## src/rtl/core/dhat_pkg.sv

```systemverilog
`timescale 1ns / 1ps
// ----------------------------------------------------------------------------
// dhat_pkg
// shared codes and widths of the hit accumulate and trigger unit
// ----------------------------------------------------------------------------
package dhat_pkg;

  localparam int unsigned IN_DATA_W  = 24;
  localparam int unsigned OUT_DATA_W = 32;
  localparam int unsigned ENERGY_W   = 24;
  localparam int unsigned THRESH_W   = 24;
  localparam int unsigned AMP_W      = 16;

  localparam logic [ENERGY_W-1:0] ENERGY_MAX = '1;

  typedef enum logic [1:0] {
    OP_DEPOSIT = 2'd0,
    OP_READOUT = 2'd1,
    OP_CLEAR   = 2'd2
  } op_t;

  typedef enum logic [0:0] {
    REG_TDC_THRESHOLD = 1'b0,
    REG_ADC_THRESHOLD = 1'b1
  } reg_idx_t;

  typedef enum logic [3:0] {
    ST_IDLE  = 4'b0001,
    ST_SCAN  = 4'b0010,
    ST_EMIT  = 4'b0100,
    ST_FLUSH = 4'b1000
  } state_t;

endpackage

```

## src/rtl/core/dhat_ram.sv

```systemverilog
`timescale 1ns / 1ps
// ----------------------------------------------------------------------------
// dhat_ram
// simple dual port ram, one write and one registered read per cycle
// ----------------------------------------------------------------------------
module dhat_ram #(
  parameter int unsigned WIDTH = 24,
  parameter int unsigned DEPTH = 64,
  parameter int unsigned AW    = (DEPTH > 1) ? $clog2(DEPTH) : 1
) (
  input  logic             clk,
  input  logic             we,
  input  logic [AW-1:0]    waddr,
  input  logic [WIDTH-1:0] wdata,
  input  logic [AW-1:0]    raddr,
  output logic [WIDTH-1:0] rdata
);

  logic [WIDTH-1:0] mem [DEPTH];

  always_ff @(posedge clk) begin
    if (we) begin
      mem[waddr] <= wdata;
    end
    rdata <= mem[raddr];
  end

endmodule

```

## src/rtl/core/daq_hit_accumulate_trigger_unit.sv

```systemverilog
`timescale 1ns / 1ps
// ----------------------------------------------------------------------------
// daq_hit_accumulate_trigger_unit
// per detector and channel energy accumulator with readout and event trigger
// ----------------------------------------------------------------------------
// Deposits are taken one per cycle: the sum store is a registered-read ram
// updated by read, saturating add and write back, with the last written sum
// forwarded when two deposits hit the same entry back to back. A clear resets
// the touched flags (flip-flops), and an untouched entry reads as zero.
// A readout sweeps the ram once or twice, one entry per cycle: a scan of all
// DETECTORS*CHANNELS entries that builds the trigger and zeroes sums not above
// the adc threshold, then, only when triggered, an emit sweep of the same
// entries that streams the surviving sums; the emit sweep stalls while the
// output is held back by m_tready.
// Input is not taken while a readout is running.
// ----------------------------------------------------------------------------
module daq_hit_accumulate_trigger_unit
  import dhat_pkg::*;
#(
  parameter int unsigned DETECTORS = 4,
  parameter int unsigned CHANNELS  = 16,
  parameter int unsigned SUM_WIDTH = 24
) (
  input  logic                  clk,
  input  logic                  rst,
  input  logic                  cfg_we,
  input  logic [0:0]            cfg_addr,
  input  logic [THRESH_W-1:0]   cfg_data,
  input  logic                  s_tvalid,
  output logic                  s_tready,
  input  logic [IN_DATA_W-1:0]  s_tdata,   // detector_index, channel_index, amplitude, pad
  input  logic [1:0]            s_tuser,   // operation
  output logic                  m_tvalid,
  input  logic                  m_tready,
  output logic [OUT_DATA_W-1:0] m_tdata,   // out_detector, out_channel, energy_sum,
                                           // triggered, pad
  output logic [0:0]            m_tuser,   // hit_valid
  output logic                  m_tlast
);

  localparam int unsigned DEPTH = DETECTORS * CHANNELS;
  localparam int unsigned AW    = (DEPTH > 1) ? $clog2(DEPTH) : 1;
  localparam int unsigned CW    = (SUM_WIDTH > ENERGY_W) ? SUM_WIDTH : ENERGY_W;
  localparam logic [2:0]  DET_LIM  = 3'(DETECTORS);
  localparam logic [4:0]  CH_LIM   = 5'(CHANNELS);
  localparam logic [3:0]  CH_LAST  = 4'(CHANNELS - 1);
  localparam logic [AW-1:0] IDX_LAST = AW'(DEPTH - 1);

  state_t state;

  logic [THRESH_W-1:0]  tdc_threshold;
  logic [THRESH_W-1:0]  adc_threshold;
  logic [DEPTH-1:0]     touched;

  logic                 s1_valid;
  logic [AW-1:0]        s1_addr;
  logic [AMP_W-1:0]     s1_amp;
  logic                 fw_valid;
  logic [AW-1:0]        fw_addr;
  logic [SUM_WIDTH-1:0] fw_data;

  logic [AW-1:0]        idx;
  logic [1:0]           det_cnt;
  logic [3:0]           ch_cnt;
  logic                 issue_done;
  logic                 p_valid;
  logic [AW-1:0]        p_addr;
  logic [1:0]           p_det;
  logic [3:0]           p_ch;
  logic                 trig;

  logic                 hold_valid;
  logic [1:0]           hold_det;
  logic [3:0]           hold_ch;
  logic [SUM_WIDTH-1:0] hold_sum;

  logic                 ram_we;
  logic [AW-1:0]        ram_waddr;
  logic [SUM_WIDTH-1:0] ram_wdata;
  logic [AW-1:0]        ram_raddr;
  logic [SUM_WIDTH-1:0] ram_rdata;

  logic                 in_fire;
  logic [1:0]           in_det;
  logic [3:0]           in_ch;
  logic [AMP_W-1:0]     in_amp;
  logic                 in_range;
  logic                 dep_fire;
  logic [AW-1:0]        dep_addr;

  logic [SUM_WIDTH-1:0] s1_old;
  logic [SUM_WIDTH:0]   s1_add;
  logic [SUM_WIDTH-1:0] s1_sum;

  logic [SUM_WIDTH-1:0] p_val;
  logic [CW-1:0]        p_val_ext;
  logic                 p_over_tdc;
  logic                 p_over_adc;
  logic                 p_hit;
  logic                 need_push;
  logic                 out_free;
  logic                 stall;
  logic                 issue_en;
  logic                 sweep_done;
  logic                 trig_next;
  logic [CW-1:0]        hold_ext;
  logic [ENERGY_W-1:0]  hold_sat;

  dhat_ram #(
    .WIDTH (SUM_WIDTH),
    .DEPTH (DEPTH),
    .AW    (AW)
  ) u_store (
    .clk   (clk),
    .we    (ram_we),
    .waddr (ram_waddr),
    .wdata (ram_wdata),
    .raddr (ram_raddr),
    .rdata (ram_rdata)
  );

  assign s_tready = (state == ST_IDLE);
  assign in_fire  = s_tvalid && s_tready;
  assign in_det   = s_tdata[1:0];
  assign in_ch    = s_tdata[5:2];
  assign in_amp   = s_tdata[21:6];
  assign in_range = ({1'b0, in_det} < DET_LIM) && ({1'b0, in_ch} < CH_LIM);
  assign dep_fire = in_fire && (s_tuser == OP_DEPOSIT) && in_range;
  assign dep_addr = AW'(32'(in_det) * 32'(CHANNELS) + 32'(in_ch));

  // read-modify-write of a deposit, with the previous write forwarded
  always_comb begin
    if (!touched[s1_addr]) begin
      s1_old = '0;
    end else if (fw_valid && (fw_addr == s1_addr)) begin
      s1_old = fw_data;
    end else begin
      s1_old = ram_rdata;
    end
    s1_add = {1'b0, s1_old} + (SUM_WIDTH + 1)'(s1_amp);
    s1_sum = s1_add[SUM_WIDTH] ? '1 : s1_add[SUM_WIDTH-1:0];
  end

  assign p_val      = touched[p_addr] ? ram_rdata : '0;
  assign p_val_ext  = CW'(p_val);
  assign p_over_tdc = p_val_ext > CW'(tdc_threshold);
  assign p_over_adc = p_val_ext > CW'(adc_threshold);
  assign p_hit      = p_valid && (p_val != '0);
  assign need_push  = p_hit && hold_valid;
  assign out_free   = !m_tvalid || m_tready;
  assign stall      = (state == ST_EMIT) && need_push && !out_free;
  assign trig_next  = trig || (p_valid && p_over_tdc);
  assign sweep_done = p_valid && issue_done && !stall;
  assign hold_ext   = CW'(hold_sum);
  assign hold_sat   = (hold_ext > CW'(ENERGY_MAX)) ? ENERGY_MAX : hold_ext[ENERGY_W-1:0];

  always_comb begin
    issue_en  = 1'b0;
    ram_raddr = idx;
    ram_we    = s1_valid;
    ram_waddr = s1_addr;
    ram_wdata = s1_sum;
    case (state)
      ST_IDLE: begin
        ram_raddr = dep_addr;
      end
      ST_SCAN: begin
        issue_en  = !issue_done;
        ram_we    = p_valid && touched[p_addr] && !p_over_adc;
        ram_waddr = p_addr;
        ram_wdata = '0;
      end
      ST_EMIT: begin
        issue_en  = !issue_done && !stall;
        ram_raddr = stall ? p_addr : idx;
      end
      ST_FLUSH: begin
        ram_raddr = idx;
      end
      default: begin
        ram_raddr = idx;
      end
    endcase
  end

  always_ff @(posedge clk) begin
    if (rst) begin
      tdc_threshold <= '0;
      adc_threshold <= '0;
    end else if (cfg_we) begin
      case (cfg_addr)
        REG_TDC_THRESHOLD: tdc_threshold <= cfg_data;
        REG_ADC_THRESHOLD: adc_threshold <= cfg_data;
        default: ;
      endcase
    end
  end

  always_ff @(posedge clk) begin
    if (rst) begin
      state      <= ST_IDLE;
      touched    <= '0;
      s1_valid   <= 1'b0;
      fw_valid   <= 1'b0;
      p_valid    <= 1'b0;
      issue_done <= 1'b0;
      idx        <= '0;
      det_cnt    <= '0;
      ch_cnt     <= '0;
      trig       <= 1'b0;
      hold_valid <= 1'b0;
      m_tvalid   <= 1'b0;
    end else begin
      s1_valid <= dep_fire;
      fw_valid <= s1_valid;
      if (s1_valid) begin
        touched[s1_addr] <= 1'b1;
      end
      if (in_fire && (s_tuser == OP_CLEAR)) begin
        touched <= '0;
      end

      if (m_tready) begin
        m_tvalid <= 1'b0;
      end

      if (!stall) begin
        p_valid <= issue_en;
      end
      if (issue_en) begin
        issue_done <= (idx == IDX_LAST);
        idx        <= idx + AW'(1);
        if (ch_cnt == CH_LAST) begin
          ch_cnt  <= '0;
          det_cnt <= det_cnt + 2'd1;
        end else begin
          ch_cnt  <= ch_cnt + 4'd1;
        end
      end

      case (state)
        ST_IDLE: begin
          if (in_fire && (s_tuser == OP_READOUT)) begin
            state      <= ST_SCAN;
            trig       <= 1'b0;
            idx        <= '0;
            det_cnt    <= '0;
            ch_cnt     <= '0;
            issue_done <= 1'b0;
          end
        end
        ST_SCAN: begin
          trig <= trig_next;
          if (sweep_done) begin
            state      <= trig_next ? ST_EMIT : ST_FLUSH;
            idx        <= '0;
            det_cnt    <= '0;
            ch_cnt     <= '0;
            issue_done <= 1'b0;
          end
        end
        ST_EMIT: begin
          if (need_push && out_free) begin
            m_tvalid <= 1'b1;
          end
          if (p_hit && !stall) begin
            hold_valid <= 1'b1;
          end
          if (sweep_done) begin
            state <= ST_FLUSH;
          end
        end
        ST_FLUSH: begin
          if (out_free) begin
            m_tvalid   <= 1'b1;
            hold_valid <= 1'b0;
            state      <= ST_IDLE;
          end
        end
        default: begin
          state <= ST_IDLE;
        end
      endcase
    end
  end

  // payload registers
  always_ff @(posedge clk) begin
    if (dep_fire) begin
      s1_addr <= dep_addr;
      s1_amp  <= in_amp;
    end
    fw_addr <= s1_addr;
    fw_data <= s1_sum;
    if (!stall) begin
      p_addr <= idx;
      p_det  <= det_cnt;
      p_ch   <= ch_cnt;
    end
    if ((state == ST_EMIT) && p_hit && !stall) begin
      hold_det <= p_det;
      hold_ch  <= p_ch;
      hold_sum <= p_val;
    end
    if ((state == ST_EMIT) && need_push && out_free) begin
      m_tuser <= 1'b1;
      m_tlast <= 1'b0;
      m_tdata <= {1'b0, 1'b1, hold_sat, hold_ch, hold_det};
    end else if ((state == ST_FLUSH) && out_free) begin
      m_tlast <= 1'b1;
      if (hold_valid) begin
        m_tuser <= 1'b1;
        m_tdata <= {1'b0, 1'b1, hold_sat, hold_ch, hold_det};
      end else begin
        m_tuser <= 1'b0;
        m_tdata <= {1'b0, trig, {ENERGY_W{1'b0}}, 4'd0, 2'd0};
      end
    end
  end

`ifndef SYNTH
  // the scan sweep writes the store, so no deposit may still be in flight
  assert property (@(posedge clk) disable iff (rst)
    (state == ST_SCAN) |-> !s1_valid)
    else $error("deposit write overlaps readout scan");

  // a buffered hit only exists while a triggered readout is emitting
  assert property (@(posedge clk) disable iff (rst)
    hold_valid |-> ((state == ST_EMIT) || (state == ST_FLUSH)))
    else $error("hit buffer valid outside emit");

  // status items close the readout and carry no sum
  assert property (@(posedge clk) disable iff (rst)
    (m_tvalid && !m_tuser[0]) |-> (m_tlast && (m_tdata[29:0] == 30'd0)))
    else $error("malformed status transfer");

  // every hit comes from a triggered event
  assert property (@(posedge clk) disable iff (rst)
    (m_tvalid && m_tuser[0]) |-> m_tdata[30])
    else $error("hit transfer without trigger");
`endif

endmodule

```

## config.mk

```make
export PLATFORM = sky130hd
export DESIGN_NAME = daq_hit_accumulate_trigger_unit
export DESIGN_NICKNAME = d
export VERILOG_FILES = /design/src/rtl/core/dhat_pkg.sv /design/src/rtl/core/dhat_ram.sv /design/src/rtl/core/daq_hit_accumulate_trigger_unit.sv
export SDC_FILE = /design/constraint.sdc
export NUM_CORES = 2
export LEC_CHECK = 0
export ABC_AREA = 1
export BUFFER_PORTS_ARGS = -buffer_cell sky130_fd_sc_hd__buf_2
export CAP_MARGIN = 40
export CELL_PAD_IN_SITES_DETAIL_PLACEMENT = 1
export CELL_PAD_IN_SITES_GLOBAL_PLACEMENT = 2
export CORE_MARGIN = 3
export CORE_UTILIZATION = 43
export DETAILED_ROUTE_END_ITERATION = 8
export GPL_ROUTABILITY_DRIVEN = 0
export MAX_ROUTING_LAYER = met4
export PLACE_DENSITY_LB_ADDON = 0.3
export SLEW_MARGIN = 0
export SYNTH_ARGS = -nofsm -noshare
export SYNTH_HDL_FRONTEND = slang
export SYNTH_SLANG_ARGS = --single-unit
```

## constraint.sdc

```tcl
create_clock -name clk -period 8 [get_ports clk]
set_input_delay 1.6 -clock clk [delete_from_list [all_inputs] [get_ports clk]]
set_output_delay 1.6 -clock clk [all_outputs]
set_load 0.02 [all_outputs]
```

# Yosys cells after proc, flatten, opt, wreduce, memory -nomap -nowiden

Memories as Yosys holds them, arrays and structs flattened. A register that Yosys moved wholly into a read port is not among the register bits.
Index checks and enable logic that the tools add are counted.
Widths: inputs -> output; s select.

Register bits after elaboration: 262
RAM bits: 1536
Input port bits: 56
Output and inout port bits: 36
Word-level logic and storage cells: 152
Memories: 1

$add $sub $neg: 5
$lt $le $gt $ge: 6
Eq/ne operators: 14
Mux-type cells: 56
Bitwise logic cells: 2
Reduce and logical (&&, ||, !) cells: 40

Memories:

| name        | words | width | rd ports | clocked after memory_dff | wr ports | line           | RTL |
|---|---|---|---|---|---|---|---|
| u_store.mem | 64    | 24    | 1        | 1                        | 1        | dhat_ram.sv:19 | `logic [WIDTH-1:0] mem [DEPTH];` |

Operators by type and width:

| kind                 | count |
|---|---|
| $mux 24              | 6 |
| $or 64x64->64        | 1 |
| $mux 30              | 2 |
| $gt 24x24->1         | 2 |
| $mux 4               | 9 |
| $mux 31              | 1 |
| $mux 6               | 5 |
| $add 24x16->25       | 1 |
| $gt 24x24->1 const B | 1 |
| $pmux 6 s2           | 2 |
| $reduce_bool 24->1   | 1 |
| $logic_and 1x1->1    | 22 |
| $mux 1               | 16 |
| $pmux 4 s4           | 1 |
| $lt 6x7->1 const B   | 2 |
| $bmux 1 s6           | 2 |
| $pmux 1 s2           | 5 |
| $eq 4x4->1 const B   | 2 |
| $mux 2               | 4 |
| $ne 2x2->1 const B   | 4 |
| $pmux 4 s2           | 1 |
| $add 6x1->6 const B  | 1 |
| $add 6x4->6          | 1 |
| $demux 1 s6          | 1 |
| other kinds (21)     | 30 |

# Longest topological paths before layout

Word-level depth: 14
Gate-level depth with buffers: 35
Depth with buffers taken out: 33

# Hierarchy

From an unflattened synthesis, not the netlist that was laid out.

Cells, all modules: 6856
Area total of the unflattened synthesis: 75768.9 um2

Modules (own cells, without submodules):

| module                          | times used | cells an instance | area each (um2) | seq. area each (um2) |
|---|---|---|---|---|
| dhat_ram                        | 1          | 5230              | 62755.2         | 46604.7 |
| daq_hit_accumulate_trigger_unit | 1          | 1626              | 13013.7         | 6125.9 |

# Worst setup path before layout

Ideal clock, no wire load.

Path type: reg2reg
Start point: register s1_addr[2]
End point: memory u_store.mem[0][19] (data pin)
Library setup time: 588 ps
Arrival time: 6729 ps
Required time: 7412 ps
Slack: 683 ps
Stages on the path, launching flop included: 35
Buffers on the path: 3
Period minus slack after synthesis: 7317 ps
Cell sequence: edfxtp_1 > buf_2 > inv_2 > nor3_1 > nand2_1 > nand2_1 > a221oi_1 > nand4_1 > a22o_1 > a221oi_1 > nand2_1 > buf_2 > inv_1 > a21oi_1 > ha_1 > inv_1 > fa_1 > o21ai_1 > a31oi_1 > o21ai_1 > a21oi_1 > o21bai_1 > a21oi_1 > o21bai_1 > nand3_1 > nand2_1 > nand3_1 > nand2_1 > nand4_1 > nor3_1 > nand2_1 > inv_2 > nand3_2 > buf_2 > a31oi_1

Word-level cells in the longest chain between the ends: 7
Elaborated cells between the ends (all ways): 9
Those cells by class: add/sub: 1; eq/ne: 1; mux: 6; reduce/logical: 1

Ends and longest elaborated chain:

| element                                            | line                                   | RTL |
|---|---|---|
| start: declaration                                 | daq_hit_accumulate_trigger_unit.sv:56  | `logic [AW-1:0] s1_addr;` |
| start signal: assignment                           | daq_hit_accumulate_trigger_unit.sv:290 | `s1_addr <= dep_addr;` |
| branches (longest 3 deep; another with $bmux 1 s6) | --                                     |  |
| $mux 24 (*)                                        | daq_hit_accumulate_trigger_unit.sv:133 | `if (!touched[s1_addr]) begin` |
| $add 24x16->25 (*)                                 | daq_hit_accumulate_trigger_unit.sv:140 | `s1_add = {1'b0, s1_old} + (SUM_WIDTH + 1)'(s1_amp);` |
| $mux 24 (*)                                        | daq_hit_accumulate_trigger_unit.sv:141 | `s1_sum = s1_add[SUM_WIDTH] ? '1 : s1_add[SUM_WIDTH-1:0];` |
| $mux 24 (*)                                        | daq_hit_accumulate_trigger_unit.sv:163 | `case (state)` |
| net ram_wdata[19]                                  | daq_hit_accumulate_trigger_unit.sv:79  | `logic [SUM_WIDTH-1:0] ram_wdata;` |
| end: declaration                                   | dhat_ram.sv:19                         |  |

Mark *: on every way through the listed nets, which the timed path passes. The select of a mux whose other input is x is not followed.

# Final worst setup path

Start point: register s1_addr[1]
End point: memory u_store.mem[60][20] (data pin)

Word-level cells in the longest chain between the ends: 7
Elaborated cells between the ends (all ways): 9
Those cells by class: add/sub: 1; eq/ne: 1; mux: 6; reduce/logical: 1

Ends and longest elaborated chain:

| element                                            | line                                   | RTL |
|---|---|---|
| branches (longest 3 deep; another with $bmux 1 s6) | --                                     |  |
| $mux 24 (*)                                        | daq_hit_accumulate_trigger_unit.sv:133 |  |
| $add 24x16->25 (*)                                 | daq_hit_accumulate_trigger_unit.sv:140 |  |
| $mux 24 (*)                                        | daq_hit_accumulate_trigger_unit.sv:141 |  |
| net s1_sum[20]                                     | daq_hit_accumulate_trigger_unit.sv:93  | `logic [SUM_WIDTH-1:0] s1_sum;` |
| $mux 24 (*)                                        | daq_hit_accumulate_trigger_unit.sv:163 |  |
| net ram_wdata[20]                                  | daq_hit_accumulate_trigger_unit.sv:79  |  |

Marks and branches as above.

==> flow_summary_export.csv <==
group,metric,value,unit
synth,ys.flop_type,"edfxtp_1",
global_routing,antenna_found_initial,6,
job,max_cap_violations,0,
global_routing,grt_pass1_wl,376.6,mm
sta,relSlewSlack,35.37,%
synth,synth_top_family_by_area,"simple AND/OR/NAND/NOR gates",
synth,synth_area,0.07974,mm2
layout,syn_to_final_growth,13.05,%
global_routing,grt_max_degree,172,
synth,synthAdderAreaFrac,1.061,%
floorplanning,die_h,436.6,um
cts,clk_latency,0.84,ns
layout,regArea,0.05273,mm2
worst_setup_path,crit_arrival,7.60,ns
worst_hold_path,hold_class,"flip-flop to flip-flop",
pwr,p_leak,35.29,nW
synth,ys_async_sr_fraction,0,%
worst_setup_path,cp.required,8.55,ns
floorplanning,initial_core_util,43.42,%
drt,drc,0,
pwr,power_density,454.7,mW/mm2
drt,dr.first_iter.drc_count,5326,
floorplanning,io_pins,92,
layout,drive_gt1_share,9.112,%
sta,fin_crit,7.050,ns
drt,via_per_inst,5.624,
place,placed_area,0.08394,mm2
synth,synth_top_cell_area_share,61.15,%
cts,post_cts_resize_count,0,
layout,num-fill-cells,19720,
floorplanning,core_area,0.1837,mm2
cts,postCtsSetupBuffers,0,
synth,yosysTopAreaCell,"edfxtp_1",
cts,clock_path_buffers,3,
worst_setup_path,cp_common_cell,"nand2_1",
cts,cts.htree.levels,4,
synth,yosys_warnings,0,
worst_setup_path,endpoint_kind,"flip-flop",
cts,cts_tree,"yes",
synth,synth.avg_cell_area,10.51,um2
synth,yosysMostFrequentCell,"nand2_1",
worst_setup_path,slowest_stage,"edfxtp_1",
synth,synthXorXnorAreaFrac,0.2416,%
place,port_buffers,88,
sta,hold_viol_final,0,
place,hpwl,141.7,mm
layout,nets,7740,
synth,synth_cell_types,51,
cts,cts_made_buffers,198,
floorplanning,row_count,157,
worst_hold_path,worstHoldStart,"p_det[1]$_DFFE_PP_",
sta,skew,0.05835,ns
pwr,irDropWorstVdd,0.7674,mV
cts,clock-sinks,1822,
cts,clock-root-buffer,"clkbuf_16",
layout,multi_input_area,0.02228,mm2
layout,stdcell_area,0.09015,mm2
floorplanning,fp.dieW,436.6,um
sta,fin_setup_tns,0,ns
global_routing,grt_overflow,0,
sta,max_clock_freq,0.1418,GHz
global_routing,grt.total_usage,26.78,%
synth,synth_edf_count,1624,
synth,syn-num-nets,7712,
sta,drv_slew,0,
synth,synth-simple-area-share,23.48,%
synth,synth_compound_gate_area_share,2.462,%
synth,ys_ff_latch,1822,
synth,ys_seq_area_share,66.12,%
sta,worstMarginPinSlew,0.9630,ns
cts,clk_pin_slew_worst_paths,0.06,ns
drt,ant_nets,0,
synth,synthCells,7589,
drt,post_drt_wl_per_cell,24.46,um
synth,ys_top_cells_by_count,"1763 x nand2_1, 1741 x nand3_1, 1624 x edfxtp_1",
drt,firstDrtPassIters,7,
sta,timing.final.crit_share,88.13,%
worst_setup_path,startpoint,"s1_addr[1]$_DFFE_PP_",
drt,wirelength,251.0,mm
worst_setup_path,critPathLaunchType,"flip-flop",
sta,setup_viol_count_final,0,
synth,synthMuxAreaShare,0,%
global_routing,first_global_vias,59710,
worst_setup_path,max_stage_delay,0.59,ns
pwr,power,40.99,mW
worst_setup_path,crit_type,"flip-flop to flip-flop",
worst_setup_path,timing.rr.start,"s1_addr[1]$_DFFE_PP_",
sta,rsz0062_at_grt,"no",
floorplanning,dieArea,0.1907,mm2
worst_setup_path,cp_max_fo,43,
drt,vias,57730,
cts,hold_buffers,0,
status,status,"completed",
synth,synth_area_leaders,"edfxtp_1 61%, nand3_1 11%, nand2_1 8.3%, dfxtp_1 5.0%, inv_1 3.6%",
-- sequential cells by signal, summed over array words and instances (netlist names), 2 cells and up --
name	cells
idx	6
p_ch	4
tdc_threshold	24
adc_threshold	24
p_addr	6
ch_cnt	4
s1_amp	16
hold_det	2
state	4
det_cnt	2
p_det	2
hold_ext	24
u_store.rdata	24
u_store.mem	1536
hold_ch	4
fw_data	24
m_tdata	31
touched	64
s1_addr	6
fw_addr	6
-- area by class of cell --
cell class | count | area share, %
flip-flops and latches | 1822 | 58.49
diodes | 8 | 0.02221
inverters | 774 | 3.242
clock buffers | 253 | 5.815
multi-input cells | 4511 | 24.71
clock inverters | 122 | 1.052
repair buffers | 310 | 3.242
well taps | 2464 | 3.420
-- kinds of logic (layout without fill, tap and decap cells) --
kind of cell               Yosys count  count (layout)
and+or+nand+nor                   4070            4070
DFF                               1822            1822
buffers and inverters             1256            1459
AOI/OAI and AO/OA                  351             351
adders and majority gates           67              67
xor gates and xnor gates            22              22
other                                1               9
-- routing by layer --
layer	share of wire, %	track usage (%)	vias to the layer above	routed length, um
met1	43	35.21	29530	108100
met5	0	-	-	0
met2	48	43.32	1716	120600
met3	5.8	3.638	383	14570
li1	-	-	26090	-
met4	3.1	8.245	0	7718
-- where the power goes --
part           internal [mW]  total [mW]  switching, mW
clock network           4.96        8.82           3.86
logic                   5.51        21.5           16.0
registers               10.5        10.6          0.109
total                   21.0        41.0           20.0
-- metrics by stage --
step,hold WS [ns],utilization (%),std cells,worst slack (ns)
2_1_floorplan,0.3427,-,7589,0.6829
3_3_place_gp,0.4063,45.66,9874,0.8278
3_5_place_dp,0.4080,45.70,9881,0.8343
4_1_cts,0.4222,49.07,10260,0.8055
5_1_grt,0.4367,49.07,10260,0.2752
6_report,0.4235,49.08,10260,0.9499
-- critical path: cells and delay by family, from the launching register on --
kind | cells | cell delay (ns)
and+or+nand+nor | 16 | 2.09
AOI/OAI and AO/OA | 11 | 2.05
buffers and inverters | 8 | 1.65
DFF | 1 | 0.59
adders and majority gates | 1 | 0.35
-- final timing paths --
path	endpoint	slack [ns]	depth (start not counted)
worst max-delay path	u_store.mem[60][20]$_DFFE_PP_	0.95	36
worst min-delay path	hold_det[1]$_DFFE_PP_	0.42	0
worst max register to register	u_store.mem[60][20]$_DFFE_PP_	0.95	36
worst min register to register	hold_det[1]$_DFFE_PP_	0.42	0
-- placed cells by master, fill, tap and decap left out, drive strengths merged, types with 12 or more instances in the layout --
master and count:
inv 779, nand2 1767, edfxtp 1624, dfxtp 198, xor2 12, clkbuf 253, nand4 18, nand3b 290
ha 66, o21ai 92, nor3 29, nor2 207, buf 309, a21oi 202, clkinv 102, nand3 1743
No activity file was read; power rests on OpenSTA's default activity.
